<file path="config.mk">
export PLATFORM = sky130hd
export DESIGN_NAME = imu_frame_tlv_parser_core
export DESIGN_NICKNAME = d
export VERILOG_FILES = /design/src/rtl/imutlv_pkg.sv /design/src/rtl/imutlv_payload_ram.sv /design/src/rtl/imutlv_rx_fsm.sv /design/src/rtl/imutlv_walker.sv /design/src/rtl/imu_frame_tlv_parser_core.sv
export SDC_FILE = /design/constraint.sdc
export NUM_CORES = 2
export LEC_CHECK = 0
export BUFFER_PORTS_ARGS = -buffer_cell sky130_fd_sc_hd__buf_2
export CAP_MARGIN = 30
export CORE_UTILIZATION = 60
export CTS_CLUSTER_DIAMETER = 100
export CTS_CLUSTER_SIZE = 20
export DETAILED_ROUTE_END_ITERATION = 6
export GPL_TIMING_DRIVEN = 0
export MAX_ROUTING_LAYER = met4
export PLACE_DENSITY_LB_ADDON = 0.2
export SKIP_LAST_GASP = 1
export SLEW_MARGIN = 20
export SYNTH_ARGS = -nofsm -noshare
export SYNTH_HDL_FRONTEND = slang
export SYNTH_HIERARCHICAL = 1
export SYNTH_SLANG_ARGS = --single-unit
</file>
<file path="constraint.sdc">
create_clock -name clk -period 6.2 [get_ports clk]
set_input_delay 1.24 -clock clk [delete_from_list [all_inputs] [get_ports clk]]
set_output_delay 1.24 -clock clk [all_outputs]
set_load 0.05 [all_outputs]
</file>
<file path="src/rtl/imutlv_pkg.sv">
// Shared types and constants for the IMU frame TLV parser.
package imutlv_pkg;

    localparam int BUFFER_BYTES_DEF = 128;

    localparam logic [7:0] HDR_A         = 8'h59;
    localparam logic [7:0] HDR_B         = 8'h53;
    localparam logic [7:0] SEG_RATE      = 8'h20;
    localparam logic [7:0] SEG_ANGLE     = 8'h40;
    localparam logic [7:0] SEG_MIN_BYTES = 8'd12;
    localparam logic [3:0] VALUE_BYTES   = 4'd12;
    localparam logic [1:0] CHECK_BYTES   = 2'd2;

    localparam int          CFG_IDX_W       = 2;
    localparam logic [CFG_IDX_W-1:0] CFG_MIN_LENGTH = 2'd0;
    localparam logic [CFG_IDX_W-1:0] CFG_MAX_LENGTH = 2'd1;
    localparam logic [7:0]  MIN_LENGTH_RST  = 8'd1;
    localparam logic [7:0]  MAX_LENGTH_RST  = 8'd128;

    typedef enum logic [3:0] {
        PH_IDLE  = 4'd0,
        PH_SYNC1 = 4'd1,
        PH_SYNC2 = 4'd2,
        PH_ID2   = 4'd3,
        PH_LEN   = 4'd4,
        PH_DATA  = 4'd5,
        PH_CK1   = 4'd6,
        PH_CK2   = 4'd7,
        PH_DROP  = 4'd8
    } rx_phase_t;

    typedef enum logic [2:0] {
        W_IDLE     = 3'd0,
        W_PRIME    = 3'd1,
        W_SEG_ID   = 3'd2,
        W_SEG_LEN  = 3'd3,
        W_SEG_BODY = 3'd4
    } walk_phase_t;

    typedef struct packed {
        logic       en;
        logic [7:0] pos;
        logic [7:0] data;
    } ram_wr_t;

    typedef struct packed {
        logic       start;
        logic [7:0] body_len;
    } walk_cmd_t;

endpackage

</file>
<file path="src/rtl/imutlv_payload_ram.sv">
// Payload byte store: one write port, one registered read port.
module imutlv_payload_ram #(
    parameter int BUFFER_BYTES = imutlv_pkg::BUFFER_BYTES_DEF
) (
    input  logic                clk,
    input  imutlv_pkg::ram_wr_t wr,
    input  logic [7:0]          rd_pos,
    output logic [7:0]          rd_data
);
    import imutlv_pkg::*;

    localparam int AW = $clog2(BUFFER_BYTES);

    logic [7:0]    mem [BUFFER_BYTES];
    logic [AW-1:0] wr_addr;
    logic [AW-1:0] rd_addr;

    // fold positions past the end onto entry zero
    always_comb
    begin
        wr_addr = (wr.pos < 8'(BUFFER_BYTES)) ? wr.pos[AW-1:0] : '0;
        rd_addr = (rd_pos < 8'(BUFFER_BYTES)) ? rd_pos[AW-1:0] : '0;
    end

    always_ff @(posedge clk)
    begin
        if (wr.en)
        begin
            mem[wr_addr] <= wr.data;
        end
        rd_data <= mem[rd_addr];
    end

endmodule

</file>
<file path="src/rtl/imutlv_rx_fsm.sv">
// Byte-level frame tracker: header hunt, length check, payload capture, drop.
module imutlv_rx_fsm #(
    parameter int BUFFER_BYTES = imutlv_pkg::BUFFER_BYTES_DEF
) (
    input  logic                  clk,
    input  logic                  rst_n,
    input  logic                  byte_accept,
    input  logic [7:0]            rx_byte,
    input  logic [7:0]            min_length,
    input  logic [7:0]            max_length,
    output imutlv_pkg::ram_wr_t   wr,
    output imutlv_pkg::walk_cmd_t cmd,
    output logic                  at_ck2
);
    import imutlv_pkg::*;

    rx_phase_t  phase_reg, phase_next;
    logic [7:0] body_len_reg, body_len_next;
    logic [7:0] rcvd_reg, rcvd_next;
    logic [7:0] drop_left_reg, drop_left_next;
    logic [1:0] drop_ck_reg, drop_ck_next;
    logic       len_ok;
    logic [7:0] rcvd_inc;

    assign len_ok   = (rx_byte >= min_length) && (rx_byte <= max_length)
                   && (rx_byte <= 8'(BUFFER_BYTES));
    assign rcvd_inc = rcvd_reg + 8'd1;

    // next state
    always_comb
    begin
        phase_next     = phase_reg;
        body_len_next  = body_len_reg;
        rcvd_next      = rcvd_reg;
        drop_left_next = drop_left_reg;
        drop_ck_next   = drop_ck_reg;
        if (byte_accept)
        begin
            case (phase_reg)
                PH_IDLE:  if (rx_byte == HDR_A) phase_next = PH_SYNC1;
                PH_SYNC1: phase_next = (rx_byte == HDR_B) ? PH_SYNC2 : PH_IDLE;
                PH_SYNC2: phase_next = PH_ID2;
                PH_ID2:   phase_next = PH_LEN;
                PH_LEN:
                begin
                    body_len_next = rx_byte;
                    rcvd_next     = '0;
                    if (!len_ok)
                    begin
                        drop_left_next = rx_byte;
                        drop_ck_next   = CHECK_BYTES;
                        phase_next     = PH_DROP;
                    end
                    else
                    begin
                        phase_next = (rx_byte != 8'd0) ? PH_DATA : PH_CK1;
                    end
                end
                PH_DATA:
                begin
                    rcvd_next = rcvd_inc;
                    if (rcvd_inc >= body_len_reg) phase_next = PH_CK1;
                end
                PH_CK1:   phase_next = PH_CK2;
                PH_CK2:   phase_next = PH_IDLE;
                PH_DROP:
                begin
                    if (drop_left_reg != 8'd0)
                    begin
                        drop_left_next = drop_left_reg - 8'd1;
                    end
                    else if (drop_ck_reg != 2'd0)
                    begin
                        drop_ck_next = drop_ck_reg - 2'd1;
                        if (drop_ck_reg == 2'd1) phase_next = PH_IDLE;
                    end
                    else
                    begin
                        phase_next = PH_IDLE;
                    end
                end
                default:  phase_next = PH_IDLE;
            endcase
        end
    end

    // outputs
    always_comb
    begin
        wr.en        = byte_accept && (phase_reg == PH_DATA);
        wr.pos       = rcvd_reg;
        wr.data      = rx_byte;
        cmd.start    = byte_accept && (phase_reg == PH_CK2);
        cmd.body_len = body_len_reg;
        at_ck2       = (phase_reg == PH_CK2);
    end

    always_ff @(posedge clk or negedge rst_n)
    begin
        if (!rst_n)
        begin
            phase_reg     <= PH_IDLE;
            body_len_reg  <= '0;
            rcvd_reg      <= '0;
            drop_left_reg <= '0;
            drop_ck_reg   <= '0;
        end
        else
        begin
            phase_reg     <= phase_next;
            body_len_reg  <= body_len_next;
            rcvd_reg      <= rcvd_next;
            drop_left_reg <= drop_left_next;
            drop_ck_reg   <= drop_ck_next;
        end
    end

endmodule

</file>
<file path="src/rtl/imutlv_walker.sv">
// Segment walker: streams the payload store, updates values, holds the result.
module imutlv_walker (
    input  logic                  clk,
    input  logic                  rst_n,
    input  imutlv_pkg::walk_cmd_t cmd,
    input  logic [7:0]            rd_data,
    output logic [7:0]            rd_pos,
    output logic                  busy,
    input  logic                  out_ready,
    output logic                  out_valid,
    output logic                  rates_updated,
    output logic                  angles_updated,
    output logic signed [31:0]    rate_x,
    output logic signed [31:0]    rate_y,
    output logic signed [31:0]    rate_z,
    output logic signed [31:0]    pitch_angle,
    output logic signed [31:0]    roll_angle,
    output logic signed [31:0]    yaw_angle
);
    import imutlv_pkg::*;

    walk_phase_t phase_reg, phase_next;
    logic [7:0]  len_reg, len_next;
    logic [7:0]  rd_pos_reg, rd_pos_next;
    logic [7:0]  cons_reg, cons_next;
    logic [7:0]  seg_id_reg, seg_id_next;
    logic [7:0]  body_left_reg, body_left_next;
    logic [3:0]  idx_reg, idx_next;
    logic        keep_reg, keep_next;
    logic [95:0] acc_reg, acc_next;
    logic [95:0] acc_shift;
    logic [95:0] commit_val;
    logic        valid_reg, valid_next;
    logic        rflag_reg, rflag_next;
    logic        aflag_reg, aflag_next;
    logic [31:0] val_reg [6];
    logic [31:0] val_next [6];
    logic [7:0]  left;
    logic [7:0]  remain;
    logic        id_short;
    logic        overrun;
    logic        body_last;
    logic        done;

    assign left      = len_reg - cons_reg;
    assign remain    = left - 8'd1;
    assign id_short  = left < 8'd2;
    assign overrun   = remain < rd_data;
    assign body_last = (body_left_reg == 8'd1);
    assign acc_shift = {rd_data, acc_reg[95:8]};
    assign commit_val = (idx_reg < VALUE_BYTES) ? acc_shift : acc_reg;
    assign done = ((phase_reg == W_SEG_ID) && id_short)
               || ((phase_reg == W_SEG_LEN) && overrun);

    // next state
    always_comb
    begin
        phase_next = phase_reg;
        case (phase_reg)
            W_IDLE:     if (cmd.start) phase_next = W_PRIME;
            W_PRIME:    phase_next = W_SEG_ID;
            W_SEG_ID:   phase_next = id_short ? W_IDLE : W_SEG_LEN;
            W_SEG_LEN:
            begin
                if (overrun)               phase_next = W_IDLE;
                else if (rd_data == 8'd0)  phase_next = W_SEG_ID;
                else                       phase_next = W_SEG_BODY;
            end
            W_SEG_BODY: if (body_last) phase_next = W_SEG_ID;
            default:    phase_next = W_IDLE;
        endcase
    end

    // datapath
    always_comb
    begin
        len_next       = len_reg;
        rd_pos_next    = rd_pos_reg;
        cons_next      = cons_reg;
        seg_id_next    = seg_id_reg;
        body_left_next = body_left_reg;
        idx_next       = idx_reg;
        keep_next      = keep_reg;
        acc_next       = acc_reg;
        valid_next     = valid_reg;
        rflag_next     = rflag_reg;
        aflag_next     = aflag_reg;
        for (int i = 0; i < 6; i++)
        begin
            val_next[i] = val_reg[i];
        end

        if (valid_reg && out_ready) valid_next = 1'b0;

        case (phase_reg)
            W_IDLE:
            begin
                if (cmd.start)
                begin
                    len_next    = cmd.body_len;
                    rd_pos_next = '0;
                    rflag_next  = 1'b0;
                    aflag_next  = 1'b0;
                end
            end
            W_PRIME:
            begin
                rd_pos_next = rd_pos_reg + 8'd1;
                cons_next   = rd_pos_reg;
            end
            W_SEG_ID:
            begin
                rd_pos_next = rd_pos_reg + 8'd1;
                cons_next   = cons_reg + 8'd1;
                seg_id_next = rd_data;
            end
            W_SEG_LEN:
            begin
                rd_pos_next    = rd_pos_reg + 8'd1;
                cons_next      = cons_reg + 8'd1;
                body_left_next = rd_data;
                idx_next       = '0;
                keep_next      = ((seg_id_reg == SEG_RATE) || (seg_id_reg == SEG_ANGLE))
                              && (rd_data >= SEG_MIN_BYTES);
            end
            W_SEG_BODY:
            begin
                rd_pos_next    = rd_pos_reg + 8'd1;
                cons_next      = cons_reg + 8'd1;
                body_left_next = body_left_reg - 8'd1;
                if (keep_reg && (idx_reg < VALUE_BYTES))
                begin
                    acc_next = acc_shift;
                    idx_next = idx_reg + 4'd1;
                end
                if (body_last && keep_reg)
                begin
                    if (seg_id_reg == SEG_RATE)
                    begin
                        val_next[0] = commit_val[31:0];
                        val_next[1] = commit_val[63:32];
                        val_next[2] = commit_val[95:64];
                        rflag_next  = 1'b1;
                    end
                    else
                    begin
                        val_next[3] = commit_val[31:0];
                        val_next[4] = commit_val[63:32];
                        val_next[5] = commit_val[95:64];
                        aflag_next  = 1'b1;
                    end
                end
            end
            default: ;
        endcase

        if (done) valid_next = 1'b1;
    end

    always_ff @(posedge clk or negedge rst_n)
    begin
        if (!rst_n)
        begin
            phase_reg <= W_IDLE;
            valid_reg <= 1'b0;
            rflag_reg <= 1'b0;
            aflag_reg <= 1'b0;
            for (int i = 0; i < 6; i++)
            begin
                val_reg[i] <= '0;
            end
        end
        else
        begin
            phase_reg <= phase_next;
            valid_reg <= valid_next;
            rflag_reg <= rflag_next;
            aflag_reg <= aflag_next;
            for (int i = 0; i < 6; i++)
            begin
                val_reg[i] <= val_next[i];
            end
        end
    end

    // walk datapath, no reset needed
    always_ff @(posedge clk)
    begin
        len_reg       <= len_next;
        rd_pos_reg    <= rd_pos_next;
        cons_reg      <= cons_next;
        seg_id_reg    <= seg_id_next;
        body_left_reg <= body_left_next;
        idx_reg       <= idx_next;
        keep_reg      <= keep_next;
        acc_reg       <= acc_next;
    end

    assign rd_pos         = rd_pos_reg;
    assign busy           = (phase_reg != W_IDLE);
    assign out_valid      = valid_reg;
    assign rates_updated  = rflag_reg;
    assign angles_updated = aflag_reg;
    assign rate_x         = val_reg[0];
    assign rate_y         = val_reg[1];
    assign rate_z         = val_reg[2];
    assign pitch_angle    = val_reg[3];
    assign roll_angle     = val_reg[4];
    assign yaw_angle      = val_reg[5];

endmodule

</file>
<file path="src/rtl/imu_frame_tlv_parser_core.sv">
// Top level of the IMU frame TLV parser.
//
// Input channel: one received byte per word (rx_byte, in_valid/in_ready).
// The byte tracker hunts for the 0x59 0x53 header, skips two id bytes, checks
// the length byte against min_length/max_length and writes accepted payload
// bytes into a synchronous payload store. A rejected length drops length+2
// bytes. Bytes are taken only while the walker is idle.
// On the second checksum byte the segment walker streams the store, one byte
// per cycle through its registered read port, and decodes id/length/value
// segments. Rate (0x20) and angle (0x40) segments of at least 12 bytes load
// three little-endian int32 values each; other segments are skipped.
// Output channel: one result word per good frame, from an output register.
// After the second checksum byte the walker primes the store read, then steps
// through the payload bytes before out_valid rises.
// in_ready is low while the walk runs, so the byte after that frame's second
// checksum byte waits until the walk ends.
// A stalled receiver holds the result; bytes keep flowing until the next
// frame's second checksum byte, which waits until the result is taken.
// Reset (rst_n, asynchronous) returns to header hunt, clears stored values,
// and loads min_length = 1, max_length = 128. The store needs no clearing.
module imu_frame_tlv_parser_core #(
    parameter int BUFFER_BYTES = imutlv_pkg::BUFFER_BYTES_DEF
) (
    input  logic                             clk,
    input  logic                             rst_n,
    input  logic                             cfg_write,
    input  logic [imutlv_pkg::CFG_IDX_W-1:0] cfg_index,
    input  logic [7:0]                       cfg_data,
    input  logic                             in_valid,
    output logic                             in_ready,
    input  logic [7:0]                       rx_byte,
    output logic                             out_valid,
    input  logic                             out_ready,
    output logic                             rates_updated,
    output logic                             angles_updated,
    output logic signed [31:0]               rate_x,
    output logic signed [31:0]               rate_y,
    output logic signed [31:0]               rate_z,
    output logic signed [31:0]               pitch_angle,
    output logic signed [31:0]               roll_angle,
    output logic signed [31:0]               yaw_angle
);
    import imutlv_pkg::*;

    logic [7:0] min_length_reg;
    logic [7:0] max_length_reg;
    logic       byte_accept;
    logic       at_ck2;
    logic       walk_busy;
    logic [7:0] rd_pos;
    logic [7:0] rd_data;
    ram_wr_t    wr;
    walk_cmd_t  cmd;

    // configuration registers; indexes past the list are ignored
    always_ff @(posedge clk or negedge rst_n)
    begin
        if (!rst_n)
        begin
            min_length_reg <= MIN_LENGTH_RST;
            max_length_reg <= MAX_LENGTH_RST;
        end
        else if (cfg_write)
        begin
            case (cfg_index)
                CFG_MIN_LENGTH: min_length_reg <= cfg_data;
                CFG_MAX_LENGTH: max_length_reg <= cfg_data;
                default: ;
            endcase
        end
    end

    // hold bytes during the walk; hold the frame-ending byte while a result waits
    assign in_ready    = !walk_busy && !(at_ck2 && out_valid);
    assign byte_accept = in_valid && in_ready;

    imutlv_rx_fsm #(
        .BUFFER_BYTES(BUFFER_BYTES)
    ) u_rx (
        .clk        (clk),
        .rst_n      (rst_n),
        .byte_accept(byte_accept),
        .rx_byte    (rx_byte),
        .min_length (min_length_reg),
        .max_length (max_length_reg),
        .wr         (wr),
        .cmd        (cmd),
        .at_ck2     (at_ck2)
    );

    imutlv_payload_ram #(
        .BUFFER_BYTES(BUFFER_BYTES)
    ) u_ram (
        .clk    (clk),
        .wr     (wr),
        .rd_pos (rd_pos),
        .rd_data(rd_data)
    );

    imutlv_walker u_walk (
        .clk           (clk),
        .rst_n         (rst_n),
        .cmd           (cmd),
        .rd_data       (rd_data),
        .rd_pos        (rd_pos),
        .busy          (walk_busy),
        .out_ready     (out_ready),
        .out_valid     (out_valid),
        .rates_updated (rates_updated),
        .angles_updated(angles_updated),
        .rate_x        (rate_x),
        .rate_y        (rate_y),
        .rate_z        (rate_z),
        .pitch_angle   (pitch_angle),
        .roll_angle    (roll_angle),
        .yaw_angle     (yaw_angle)
    );

`ifndef SYNTH
    a_no_byte_during_walk: assert property (@(posedge clk) disable iff (!rst_n)
        walk_busy |-> !in_ready)
        else $error("byte accepted while walker busy");

    a_start_needs_free_output: assert property (@(posedge clk) disable iff (!rst_n)
        cmd.start |-> !out_valid)
        else $error("walk started while a result still waits");

    a_walk_end_gives_result: assert property (@(posedge clk) disable iff (!rst_n)
        $fell(walk_busy) |-> out_valid)
        else $error("walk finished without a result");

    a_no_store_write_during_walk: assert property (@(posedge clk) disable iff (!rst_n)
        walk_busy |-> !wr.en)
        else $error("payload store written during walk");
`endif

endmodule

</file>
==> impl_summary.log <==
INFO  metric ys_seq_area_share = 70.2%
INFO  metric final_layout_size_suffix_gt1_share = 22.3%
INFO  metric clk_pin_slew = 0.08 ns
INFO  metric port_buffers = 218
INFO  metric clock.fmax = 0.216 GHz
INFO  metric vdd.ir_drop.worst = 0.364 mV
INFO  metric die_area = 99200 um2
INFO  metric reg2reg_depth = 10
INFO  metric synth.top_cell.area_share = 59.6%
INFO  metric place.detailed.hpwl = 107000 um
INFO  metric post-synth-top-area-cell = edfxtp_1
INFO  metric power_share_of_the_sequential_group = 43.6%
INFO  metric hold_path_class = flip-flop to flip-flop
INFO  metric area_delta_synth_final = 8.89%
INFO  metric timing.rr.start = u_rx/phase_reg[0]
INFO  metric status = complete, but fails checks
INFO  metric overflow = 0
INFO  metric synth.net_count = 3772
INFO  metric clk-insertion-delay-late = 0.68 ns
INFO  metric skew = 0.0279 ns
INFO  metric first_iter_violations = 4930
INFO  metric drt_drc_violations_left = 53
INFO  metric switching_share = 36.8%
INFO  metric cellInternalPower = 0.0160 W
INFO  metric rows = 114
INFO  metric post_cts_buffers = 0
INFO  metric hold_path_end = u_walk/acc_reg[81]
INFO  metric syn-mean-instance-area = 15.9 um2
INFO  metric p_total = 0.0254 W
INFO  metric synth.yosys.warnings = 6
INFO  metric grt_antenna_before_repair = 2
INFO  metric tightestPinTransition = 1.24 ns
INFO  metric chipHeight = 315 um
INFO  metric core-area = 96900 um2
INFO  metric grt_pass1_vias = 33740
INFO  metric ioPinCount = 219
INFO  metric synthArstFlopShare = 17.2%
INFO  metric max-clock-path-buffers = 3
INFO  metric timing.max_slew.rel_slack = 17.5%
INFO  metric die_width = 315 um
INFO  metric synthTopCellsByCount = edfxtp_1 (1165), mux2_2 (346), dfrtp_1 (242)
INFO  metric critical_path.endpoint_type = flip-flop
INFO  metric grt_pass1_wl = 227000 um
INFO  metric clockPowerShare = 21.1%
INFO  metric cap_viol_max_count = 0
INFO  metric ant_nets = 0
INFO  metric pin_count_of_the_biggest_net_entering_global_routing = 129
INFO  metric hold-worst-slack = 0.466 ns
INFO  metric number_of_storage_elements_in_the_synthesis_netlist = 1417
INFO  metric post_cts_hold_buffer_count = 0
INFO  metric min_period = 4.63 ns
INFO  metric start_util = 60.6%
INFO  metric tritoncts = done
INFO  metric critical_path.startpoint_type = flip-flop
INFO  metric cp.required = 6.48 ns
INFO  metric report.final.hold_viol_count = 0
INFO  metric power.combinational.fraction = 35.4%
INFO  metric data_arrival_critical_path = 4.91 ns
INFO  metric worst_hold_path.num_cells = 0
INFO  metric post_cts_resize_count = 0
INFO  metric clk_root_buffer_cell = clkbuf_16
INFO  metric finalMaxSlewViolations = 0
INFO  metric count_of_different_cell_masters_after_synthesis = 96
INFO  metric viasPerCell = 6.59
INFO  metric gr-usage-all-layers = 32.8%
INFO  metric netlist_area = 58700 um2
INFO  metric final.period_utilization = 74.7%
INFO  metric critPathMaxFanout = 10
INFO  metric critical_path.reg2reg.endpoint = u_ram/mem[95][2]
INFO  metric ff2ff_setup_slack = 1.57 ns
INFO  metric min-delay-start = u_walk/acc_reg[89]
INFO  metric total_leakage_power = 23.4 nW
INFO  metric avgRoutedWirePerCell = 29.6 um
INFO  metric finalSetupViolations = 0
INFO  metric cts_inserted_buffers = 80
INFO  metric finalNetCount = 4082
INFO  metric p_switching = 0.00935 W
INFO  metric worstSetupPathType = flip-flop to flip-flop
INFO  metric drt_pass1_iterations = 7
INFO  metric ctsHtreeMaxLevel = 3
INFO  metric number_of_flip_flops_under_the_largest_register_name = 1024
INFO  metric number_of_flops_mapped_to_enable_cells_by_yosys = 1165
INFO  metric synthMostInstantiatedCell = edfxtp_1
INFO  metric violations_in_the_final_reports = DRC
INFO  metric grt_setup_unrepaired = no
INFO  metric clock-sinks = 1417
INFO  metric gpl_congestion = 1.07
INFO  metric power-per-cell-area = 397 nW/um2
INFO  metric ys_top_cells_by_area = edfxtp_1 (60%), dfrtp_1 (10%), mux2_2 (6.6%)
INFO  metric synth-main-ff-cell = edfxtp_1
INFO  metric drt-total-wl = 158000 um
INFO  metric synthesis.instances = 3699
INFO  metric num_vias = 35118
==> worst max-delay path by stage <==
stage                              endpoint                start  slack, ns  cells past startpoint
final                      u_ram/mem[95][2]    u_rx/phase_reg[0]       1.57                     10
after CTS                  u_ram/mem[95][2]    u_rx/phase_reg[0]       1.61                     10
after floorplan           u_walk/idx_reg[0]    u_walk/idx_reg[2]       1.86                      5
after detailed placement   u_ram/mem[95][2]             in_valid       1.60                      8
after global placement    max_length_reg[2]                rst_n      -0.62                      1
after global routing       u_ram/mem[95][5]  u_walk/phase_reg[1]       1.43                     10
==> cells in the final DEF (no fill, tap or decap), drive strengths merged, types with 49 or more instances in the layout <==
cell / Yosys / routed
a211oi: 74 / 74
inv: 64 / 65
mux2i: 217 / 217
a21oi: 119 / 119
dfrtp: 242 / 242
o21ai: 97 / 97
buf: 139 / 367
nor2: 181 / 181
mux2: 405 / 405
clkbuf: 76 / 187
edfxtp: 1165 / 1165
o221ai: 56 / 56
nand2: 215 / 215
nand3: 70 / 70
ha: 49 / 49
==> power groups by stage <==
stage               clock (W)  combinational (W)  sequential (W)
floorplan                   0            0.00534          0.0111
global placement            0            0.00846          0.0113
detailed placement          0            0.00860          0.0113
CTS                   0.00541            0.00864          0.0111
global route          0.00572            0.00927          0.0111
finish                0.00535            0.00898          0.0111
==> metal layers <==
metal  part of all wire [%]  global-route usage, %
met1                     38                   43.7
met2                     46                   49.6
met3                     11                   7.66
met4                    4.2                   11.9
met5                      0                      -
==> logic make-up (layout without fill, tap and decap cells) <==
logic type | count (synthesis) | in the layout | share of synthesized area (%)
flip-flops | 1417 | 1417 | 70.2
multiplexers | 656 | 656 | 13.0
AO/OA/AOI/OAI | 629 | 629 | 7.48
AND/OR/NAND/NOR | 628 | 628 | 5.09
buffers and inverters | 280 | 623 | 2.59
adder cells (fa/ha/maj) | 50 | 50 | 1.08
XOR/XNOR | 39 | 39 | 0.582
other | 0 | 7 | 0
==> layout make-up <==
cell class	count	area, um2
Sequential cell	1417	41300
Inverter	65	244
Clock buffer	111	2140
Multi-Input combinational cell	2002	16000
Clock inverter	4	46.3
Buffer	215	1320
Tap cell	1276	1600
Antenna cell	7	17.5
Fill cell	6724	32900
Timing Repair Buffer	228	1380
==> worst max-delay path, cell delays in order (launching register included) <==
cell and delay (ns):
dfrtp_1 0.50, nor2b_1 0.21, and3_1 0.22, a21oi_1 0.23, and2_1 0.24, nand3_1 0.22
inv_2 0.27, clkbuf_1 0.42, nand4_1 0.42, clkbuf_2 0.57, nor2_1 0.92
==> through the flow <==
stage	TNS, ns	instance area (um2)	cells	setup slack [ns]	utilization, %
5_1_grt	0	63900	5320	1.43	66.0
4_1_cts	0	63700	5311	1.61	65.8
3_5_place_dp	0	61600	5196	1.60	63.6
2_1_floorplan	0	58700	3699	1.86	-
3_3_place_gp	-132.24	61400	5193	-0.620	63.4
6_report	0	64000	5325	1.57	66.0
Note: power is estimated with default switching activity, not from simulation.
